**src/hw/rtl/ecv_pkg.sv**
```systemverilog
package ecv_pkg;

   localparam int COUNT_WIDTH_DEF = 32;
   localparam int SPEED_FRAC_DEF  = 8;

   localparam int ACTION_W   = 2;
   localparam int TIME_W     = 32;
   localparam int CSR_DATA_W = 16;
   localparam int CSR_ADDR_W = 1;
   localparam int PULSE_W    = 32;
   localparam int SPEED_W    = 24;
   localparam int Q88_SHIFT  = 8;
   localparam int PCT_W      = 7;
   localparam int DEN_W      = TIME_W + CSR_DATA_W;
   localparam int QUO_W      = SPEED_W + 1;

   localparam int REQ_DATA_W = 40;
   localparam int RSP_DATA_W = 64;
   localparam int RSP_PAD_W  = RSP_DATA_W - PULSE_W - 1 - SPEED_W;

   localparam logic [ACTION_W-1:0] ACT_ENCODER  = 2'd0;
   localparam logic [ACTION_W-1:0] ACT_VELOCITY = 2'd1;
   localparam logic [ACTION_W-1:0] ACT_CLEAR    = 2'd2;

   localparam logic [CSR_ADDR_W-1:0] CSR_SAMPLE_PERIOD = 1'd0;
   localparam logic [CSR_ADDR_W-1:0] CSR_FULL_SCALE    = 1'd1;

   localparam logic [CSR_DATA_W-1:0] SAMPLE_PERIOD_RST = 16'd10;
   localparam logic [CSR_DATA_W-1:0] FULL_SCALE_RST    = 16'd256;

   localparam logic [QUO_W-1:0] SPD_POS_CAP = 25'd8388607;
   localparam logic [QUO_W-1:0] SPD_NEG_CAP = 25'd8388608;

endpackage

```
**src/hw/rtl/encoder_counter_with_velocity.sv**
```systemverilog
// Encoder and clear events go through ST_EXEC and ST_OUT from accepted word to result word.
// Velocity events that recompute go through ST_EXEC, ST_CHECK, ST_PREP, ST_DIV, ST_FIN and ST_OUT;
//   ST_DIV runs the restoring divider that retires one quotient bit per cycle.
// Velocity events below the sample period go through ST_EXEC and ST_CHECK to ST_OUT.
// A new word is taken once the result is in the output register; that register holds it until taken.
// Reset is synchronous: counters, velocity and sample reference clear, registers go to defaults.
module encoder_counter_with_velocity #(
   parameter int COUNT_WIDTH         = ecv_pkg::COUNT_WIDTH_DEF,
   parameter int SPEED_FRACTION_BITS = ecv_pkg::SPEED_FRAC_DEF
) (
   input  logic                                clock,
   input  logic                                reset,
   input  logic                                req_tvalid,
   output logic                                req_tready,
   // action
   input  logic [ecv_pkg::ACTION_W-1:0]        req_tuser,
   // level_a, level_b, time_ms[31:0], zero pad
   input  logic [ecv_pkg::REQ_DATA_W-1:0]      req_tdata,
   output logic                                rsp_tvalid,
   input  logic                                rsp_tready,
   // pulse_count[31:0], direction, velocity[23:0], zero pad
   output logic [ecv_pkg::RSP_DATA_W-1:0]      rsp_tdata,
   // velocity_updated
   output logic                                rsp_tuser,
   input  logic                                csr_wen,
   input  logic [ecv_pkg::CSR_ADDR_W-1:0]      csr_addr,
   input  logic [ecv_pkg::CSR_DATA_W-1:0]      csr_wdata
);
   import ecv_pkg::*;

   localparam int SHIFT    = Q88_SHIFT + SPEED_FRACTION_BITS;
   localparam int MAG100_W = COUNT_WIDTH + PCT_W;
   localparam int NUM_W    = MAG100_W + SHIFT;
   localparam int CNT_W    = $clog2(NUM_W + 1);

   typedef enum logic [2:0] {
      ST_IDLE, ST_EXEC, ST_CHECK, ST_PREP, ST_DIV, ST_FIN, ST_OUT
   } state_type;

   state_type                 state_ff;
   logic [ACTION_W-1:0]       action_ff;
   logic                      level_a_ff, level_b_ff;
   logic [TIME_W-1:0]         time_ff;

   logic [CSR_DATA_W-1:0]     period_ff, fsr_ff;
   logic [COUNT_WIDTH-1:0]    count_ff, count_at_sample_ff;
   logic                      forward_ff, last_a_ff;
   logic [TIME_W-1:0]         time_at_sample_ff;
   logic [SPEED_W-1:0]        speed_ff;
   logic                      updated_ff;

   logic [TIME_W-1:0]         elapsed_ff;
   logic [COUNT_WIDTH-1:0]    diff_ff, mag_ff;
   logic                      neg_ff;
   logic [DEN_W-1:0]          den_ff, rem_ff;
   logic [NUM_W-1:0]          num_ff;
   logic [QUO_W-1:0]          q_ff;
   logic                      ovf_ff;
   logic [CNT_W-1:0]          bit_cnt_ff;

   logic                      rsp_tvalid_ff;
   logic [RSP_DATA_W-1:0]     rsp_tdata_ff;
   logic                      rsp_tuser_ff;

   logic [CSR_DATA_W-1:0]     period_eff, fsr_eff;
   logic                      fwd_in;
   logic [MAG100_W-1:0]       mag_ext, mag100_in;
   logic [DEN_W:0]            rem_sh, rem_sub;
   logic                      rem_ge;
   logic [QUO_W-1:0]          cap;
   logic                      big;
   logic [SPEED_W-1:0]        speed_mag, speed_in;
   logic                      out_free;

   assign period_eff = (period_ff == '0) ? CSR_DATA_W'(1) : period_ff;
   assign fsr_eff    = (fsr_ff == '0) ? CSR_DATA_W'(1) : fsr_ff;
   assign fwd_in     = (!last_a_ff && level_a_ff) ? level_b_ff : forward_ff;

   // x100 = x64 + x32 + x4
   assign mag_ext   = MAG100_W'(mag_ff);
   assign mag100_in = (mag_ext << 6) + (mag_ext << 5) + (mag_ext << 2);

   assign rem_sh  = {rem_ff, num_ff[NUM_W-1]};
   assign rem_ge  = rem_sh >= {1'b0, den_ff};
   assign rem_sub = rem_sh - {1'b0, den_ff};

   assign cap       = neg_ff ? SPD_NEG_CAP : SPD_POS_CAP;
   assign big       = ovf_ff || (q_ff > cap);
   assign speed_mag = big ? cap[SPEED_W-1:0] : q_ff[SPEED_W-1:0];
   assign speed_in  = neg_ff ? SPEED_W'(0) - speed_mag : speed_mag;

   assign out_free   = !rsp_tvalid_ff || rsp_tready;
   assign req_tready = (state_ff == ST_IDLE);
   assign rsp_tvalid = rsp_tvalid_ff;
   assign rsp_tdata  = rsp_tdata_ff;
   assign rsp_tuser  = rsp_tuser_ff;

   always_ff @(posedge clock) begin
      if (reset) begin
         period_ff <= SAMPLE_PERIOD_RST;
         fsr_ff    <= FULL_SCALE_RST;
      end else if (csr_wen) begin
         unique case (csr_addr)
            CSR_SAMPLE_PERIOD: period_ff <= csr_wdata;
            CSR_FULL_SCALE:    fsr_ff    <= csr_wdata;
            default: ;
         endcase
      end
   end

   always_ff @(posedge clock) begin
      if (reset) begin
         state_ff           <= ST_IDLE;
         count_ff           <= '0;
         count_at_sample_ff <= '0;
         forward_ff         <= 1'b0;
         last_a_ff          <= 1'b0;
         time_at_sample_ff  <= '0;
         speed_ff           <= '0;
         updated_ff         <= 1'b0;
         rsp_tvalid_ff      <= 1'b0;
      end else begin
         if (rsp_tvalid_ff && rsp_tready && state_ff != ST_OUT) begin
            rsp_tvalid_ff <= 1'b0;
         end
         unique case (state_ff)
            ST_IDLE: begin
               if (req_tvalid) begin
                  action_ff  <= req_tuser;
                  level_a_ff <= req_tdata[0];
                  level_b_ff <= req_tdata[1];
                  time_ff    <= req_tdata[TIME_W+1:2];
                  state_ff   <= ST_EXEC;
               end
            end
            ST_EXEC: begin
               updated_ff <= 1'b0;
               state_ff   <= ST_OUT;
               case (action_ff)
                  ACT_ENCODER: begin
                     forward_ff <= fwd_in;
                     last_a_ff  <= level_a_ff;
                     count_ff   <= fwd_in ? count_ff + COUNT_WIDTH'(1)
                                          : count_ff - COUNT_WIDTH'(1);
                  end
                  ACT_VELOCITY: begin
                     elapsed_ff <= time_ff - time_at_sample_ff;
                     diff_ff    <= count_ff - count_at_sample_ff;
                     state_ff   <= ST_CHECK;
                  end
                  ACT_CLEAR: count_ff <= '0;
                  default: ;
               endcase
            end
            ST_CHECK: begin
               if (elapsed_ff >= TIME_W'(period_eff)) begin
                  den_ff             <= DEN_W'(elapsed_ff) * DEN_W'(fsr_eff);
                  neg_ff             <= diff_ff[COUNT_WIDTH-1];
                  mag_ff             <= diff_ff[COUNT_WIDTH-1] ? '0 - diff_ff : diff_ff;
                  count_at_sample_ff <= count_ff;
                  time_at_sample_ff  <= time_ff;
                  state_ff           <= ST_PREP;
               end else begin
                  state_ff <= ST_OUT;
               end
            end
            ST_PREP: begin
               num_ff     <= {mag100_in, {SHIFT{1'b0}}};
               rem_ff     <= '0;
               q_ff       <= '0;
               ovf_ff     <= 1'b0;
               bit_cnt_ff <= CNT_W'(NUM_W);
               state_ff   <= ST_DIV;
            end
            ST_DIV: begin
               rem_ff     <= rem_ge ? rem_sub[DEN_W-1:0] : rem_sh[DEN_W-1:0];
               q_ff       <= {q_ff[QUO_W-2:0], rem_ge};
               ovf_ff     <= ovf_ff | q_ff[QUO_W-1];
               num_ff     <= num_ff << 1;
               bit_cnt_ff <= bit_cnt_ff - CNT_W'(1);
               if (bit_cnt_ff == CNT_W'(1)) begin
                  state_ff <= ST_FIN;
               end
            end
            ST_FIN: begin
               speed_ff   <= speed_in;
               updated_ff <= 1'b1;
               state_ff   <= ST_OUT;
            end
            ST_OUT: begin
               if (out_free) begin
                  rsp_tvalid_ff <= 1'b1;
                  rsp_tdata_ff  <= {{RSP_PAD_W{1'b0}}, speed_ff, forward_ff,
                                    PULSE_W'(count_ff)};
                  rsp_tuser_ff  <= updated_ff;
                  state_ff      <= ST_IDLE;
               end
            end
            default: state_ff <= ST_IDLE;
         endcase
      end
   end

   a_accept_starts: assert property (@(posedge clock) disable iff (reset)
      req_tvalid && req_tready |=> state_ff == ST_EXEC)
      else $error("accepted word did not start execution");

   a_div_count: assert property (@(posedge clock) disable iff (reset)
      state_ff == ST_DIV |-> bit_cnt_ff != '0)
      else $error("divider ran past its last bit");

   a_div_den: assert property (@(posedge clock) disable iff (reset)
      state_ff == ST_DIV |-> den_ff != '0 && rem_ff < den_ff)
      else $error("divider remainder out of range");

   a_out_load: assert property (@(posedge clock) disable iff (reset)
      state_ff == ST_OUT && out_free |=> rsp_tvalid_ff && state_ff == ST_IDLE)
      else $error("result word not loaded");

endmodule

```
**config.mk**
```make
export PLATFORM = sky130hd
export DESIGN_NAME = encoder_counter_with_velocity
export DESIGN_NICKNAME = d
export VERILOG_FILES = /design/src/hw/rtl/ecv_pkg.sv /design/src/hw/rtl/encoder_counter_with_velocity.sv
export SDC_FILE = /design/constraint.sdc
export NUM_CORES = 2
export LEC_CHECK = 0
export BUFFER_PORTS_ARGS = -buffer_cell sky130_fd_sc_hd__buf_2
export CELL_PAD_IN_SITES_DETAIL_PLACEMENT = 1
export CELL_PAD_IN_SITES_GLOBAL_PLACEMENT = 1
export CORE_MARGIN = 5
export CORE_UTILIZATION = 50
export CTS_CLUSTER_SIZE = 30
export DETAILED_ROUTE_END_ITERATION = 10
export PLACE_DENSITY_LB_ADDON = 0.1
export REMOVE_ABC_BUFFERS = 1
export SYNTH_ARGS = -nofsm -noshare
export SYNTH_HDL_FRONTEND = slang
export SYNTH_SLANG_ARGS = --single-unit
```
**constraint.sdc**
```tcl
create_clock -name clock -period 9.16 [get_ports clock]
set_input_delay 0.916 -clock clock [delete_from_list [all_inputs] [get_ports clock]]
set_output_delay 0.916 -clock clock [all_outputs]
set_load 0.05 [all_outputs]
```
==> results.cfg <==
[run_status]
outcome = completed

[finish]
drive_gt1_share_pct = 6.11
layout_commonest_cell = inv_1
area_delta_synth_final_pct = 8.37
nNetsFinal = 5613
instances_no_fill = 5985
utilization_pct = 54.6
fill_cells = 10200
final_cell_mix = inv_1, nand2_1, fa_1, edfxtp_1, ha_1

[sta]
relSlewSlack_pct = 17.8
min_period_over_period_pct = 87.9
setup-tns-final_ps = 0
fin_ws_ps = 1100
layout_min_cycle_time_ps = 8060
fmax_ghz = 0.124
worst-slew-pin-transition_ps = 1230
clock-skew-final_ps = 39.2
drv_slew = 0
setup_viol = 0
hold_viol_final = 0
rsz0062_at_grt = no

[critical_path]
max_stage_delay_ps = 1140
cp_slowest_cell = dfxtp_1
crit_chain = buf_4 -> nand2_1 -> fa_1 -> inv_1 -> fa_1 -> fa_1 -> fa_1 -> fa_1 -> inv_1 -> fa_1 -> inv_1 -> ha_1 -> a21oi_1 -> o21bai_1 -> a21o_1 -> a21o_1 -> a221oi_1 -> or4b_1 -> nand2_1 -> o311ai_1 -> a211oi_1 -> o21ai_1 -> xor2_1
critPathKind = reg -> reg
crit_top_cell = fa_1
crit_path_end_kind = flop
start_kind = flop
cp.arrival_ps = 8440
worst-path-max-fanout = 24
cp.required_ps = 9550

[clock_tree]
clockBufferDepth = 3
cts_resized = 0
cts.sink_count = 515
clk_pin_slew_ps = 80
cts_buffers = 59
htree_num_levels = 2
cts-root-buf = clkbuf_16
cts_setup_buffers = 0
clk_latency_ps = 660
cts_tree = yes
hold_buffers = 0

[placed_design]
preCtsSetupSlack_ps = 1160
dp_hpwl_mm = 87.6
placed_cells = 5873
portBuffers = 117
globalplace.congestion = 0.857

[die]
initial_utilization_pct = 50.4
num_rows = 110
die_width_microns = 311
die_h_microns = 311
fp.coreArea_sq_um = 90000
dieArea_sq_um = 96800
pin_count = 131

[power_and_ir_drop]
clockPowerShare_pct = 30.7
p_per_area_nw_per_um2 = 170
leakage_uw = 0.0216
p_switching_uw = 2900
switching_share_pct = 34.6
comb_power_share_pct = 35.5
seq_power_share_pct = 33.8
max-vdd-ir-drop_uv = 161
internal-power_uw = 5470

[hold_path]
hp-class = in -> reg

[global_routing]
track_usage_pct = 24.5
antenna_found_initial = 4
grt_max_degree = 89
grt_pass1_wl_mm = 195
grt_remaining_overflow = 0
grt_pass1_vias = 36700

[run]
max-cap-violations = 0

[synthesis]
ys_seq_elements = 515
ys_async_sr_fraction_pct = 0
synth.avg_cell_area_sq_um = 9.58
synthFlopType = edfxtp_1
synth_edf_count = 356
yosysSeqAreaShare_pct = 30.6
synth.distinct_cells = 73
netlist_area_sq_um = 45300
yosysWarnings = 0
synth_cells = 4734

[detailed_routing]
antenna_left = 0
via_count = 33500
first_pass_iters = 5
drt_iter0_drc = 1819
wirelength_mm = 118
drt-vias-per-instance = 5.60
drc = 0
wl_per_cell_microns = 19.6
==> Yosys cell counts, types with 6 or more instances <==
| cell | n | area [sq um] |
|---|---|---|
| inv_1 | 654 | 2450 |
| nor2b_1 | 39 | 244 |
| nand2_1 | 536 | 2010 |
| a221oi_1 | 7 | 61.3 |
| buf_4 | 7 | 52.6 |
| xnor2_1 | 160 | 1400 |
| nand4_1 | 28 | 175 |
| nor2_1 | 303 | 1140 |
| or4_1 | 7 | 52.6 |
| ha_1 | 340 | 4250 |
| nor4_1 | 21 | 131 |
| edfxtp_1 | 356 | 10700 |
| or2_2 | 6 | 37.5 |
| o21ai_0 | 155 | 776 |
| o31a_1 | 10 | 87.6 |
| and3_1 | 46 | 288 |
| a21o_1 | 122 | 916 |
| a22o_1 | 17 | 149 |
| fa_1 | 451 | 9030 |
| a211oi_1 | 32 | 240 |
| a211o_1 | 7 | 61.3 |
| or3_1 | 20 | 125 |
| o31ai_1 | 17 | 128 |
| a21oi_1 | 308 | 1540 |
| nand2b_1 | 32 | 200 |
| a21boi_0 | 7 | 52.6 |
| xor2_1 | 71 | 622 |
| mux2i_1 | 78 | 781 |
| o21a_1 | 35 | 263 |
| buf_2 | 14 | 70.1 |
| and2_1 | 223 | 1400 |
| dfxtp_1 | 159 | 3180 |
| o21bai_1 | 47 | 353 |
| clkbuf_1 | 168 | 631 |
| nand3b_1 | 8 | 60.1 |
| buf_1 | 7 | 26.3 |
| a31o_2 | 7 | 61.3 |
| a31oi_1 | 26 | 163 |
| a22oi_1 | 20 | 150 |
| nor3_1 | 45 | 225 |
| o211ai_1 | 25 | 188 |
| a2111oi_0 | 6 | 52.6 |
| nand3_1 | 44 | 220 |
==> flip-flops by register name, indices dropped and copies added, names as in the netlist, 37 cells and up <==
name and cells:
rsp_tdata 57, den_ff 48, rem_ff 48, num_ff 37
==> power groups by stage <==
stage | combinational (uW) | clock [uW] | sequential [uW]
after floorplan | 2180 | 0 | 2850
after global placement | 2870 | 0 | 2870
after detailed placement | 2980 | 0 | 2880
after CTS | 3000 | 2630 | 2830
after global routing | 3380 | 2740 | 2840
final | 2970 | 2570 | 2830
==> kinds of logic after synthesis <==
family / count (synthesis) / share of synthesized area (%)
AOI/OAI and AO/OA: 885 / 12.3
adders and majority gates: 791 / 29.3
xor gates and xnor gates: 231 / 4.46
other: 1 / 0.00827
buffers and inverters: 850 / 7.13
DFF: 515 / 30.6
and+or+nand+nor: 1383 / 14.5
muxes: 78 / 1.72
==> layout make-up <==
type	instances	area [sq um]	share of cell area [%]
antenna	1	2.50	0.00509
multi-input combinational	3375	28300	57.6
sequential	515	13900	28.3
timing repair buffer	153	875	1.78
inverter	654	2450	5.00
clock buffer	77	1700	3.46
tap	1176	1470	2.99
clock inverter	34	424	0.863
==> path summary, 6_finish.rpt <==
check                 from       endpoint  slack [ps]  depth (start not counted)
max reg2reg      fsr_ff[9]     den_ff[46]        1100                         23
max              fsr_ff[9]     den_ff[46]        1100                         23
min          req_tdata[30]    time_ff[28]         430                          1
min reg2reg    speed_ff[0]  rsp_tdata[33]         430                          0
==> critical path: cells and delay by family (launching register included) <==
kind,cells,cell delay [ps]
AO/OA/AOI/OAI,8,1790
flip-flops,1,1140
AND/OR/NAND/NOR,3,740
buffers and inverters,4,500
adder cells (fa/ha/maj),7,3440
XOR/XNOR,1,160
==> routing by layer <==
metal,vias to the layer above,GRT usage (%),part of all wire [%]
li1,15800,-,-
met5,-,0,0.018
met2,584,41.4,48
met4,4,5.46,2.1
met1,17000,33.6,46
met3,148,3.72,4.6
==> through the flow <==
step	area [sq um]	power, uW	hold slack [ps]
6_report	49100	8370	431
3_5_place_dp	47000	5860	419
5_1_grt	49100	8960	391
2_1_floorplan	44600	5030	403
3_3_place_gp	47000	5750	416
4_1_cts	49100	8470	383
Note: power is estimated with default switching activity, not from simulation.
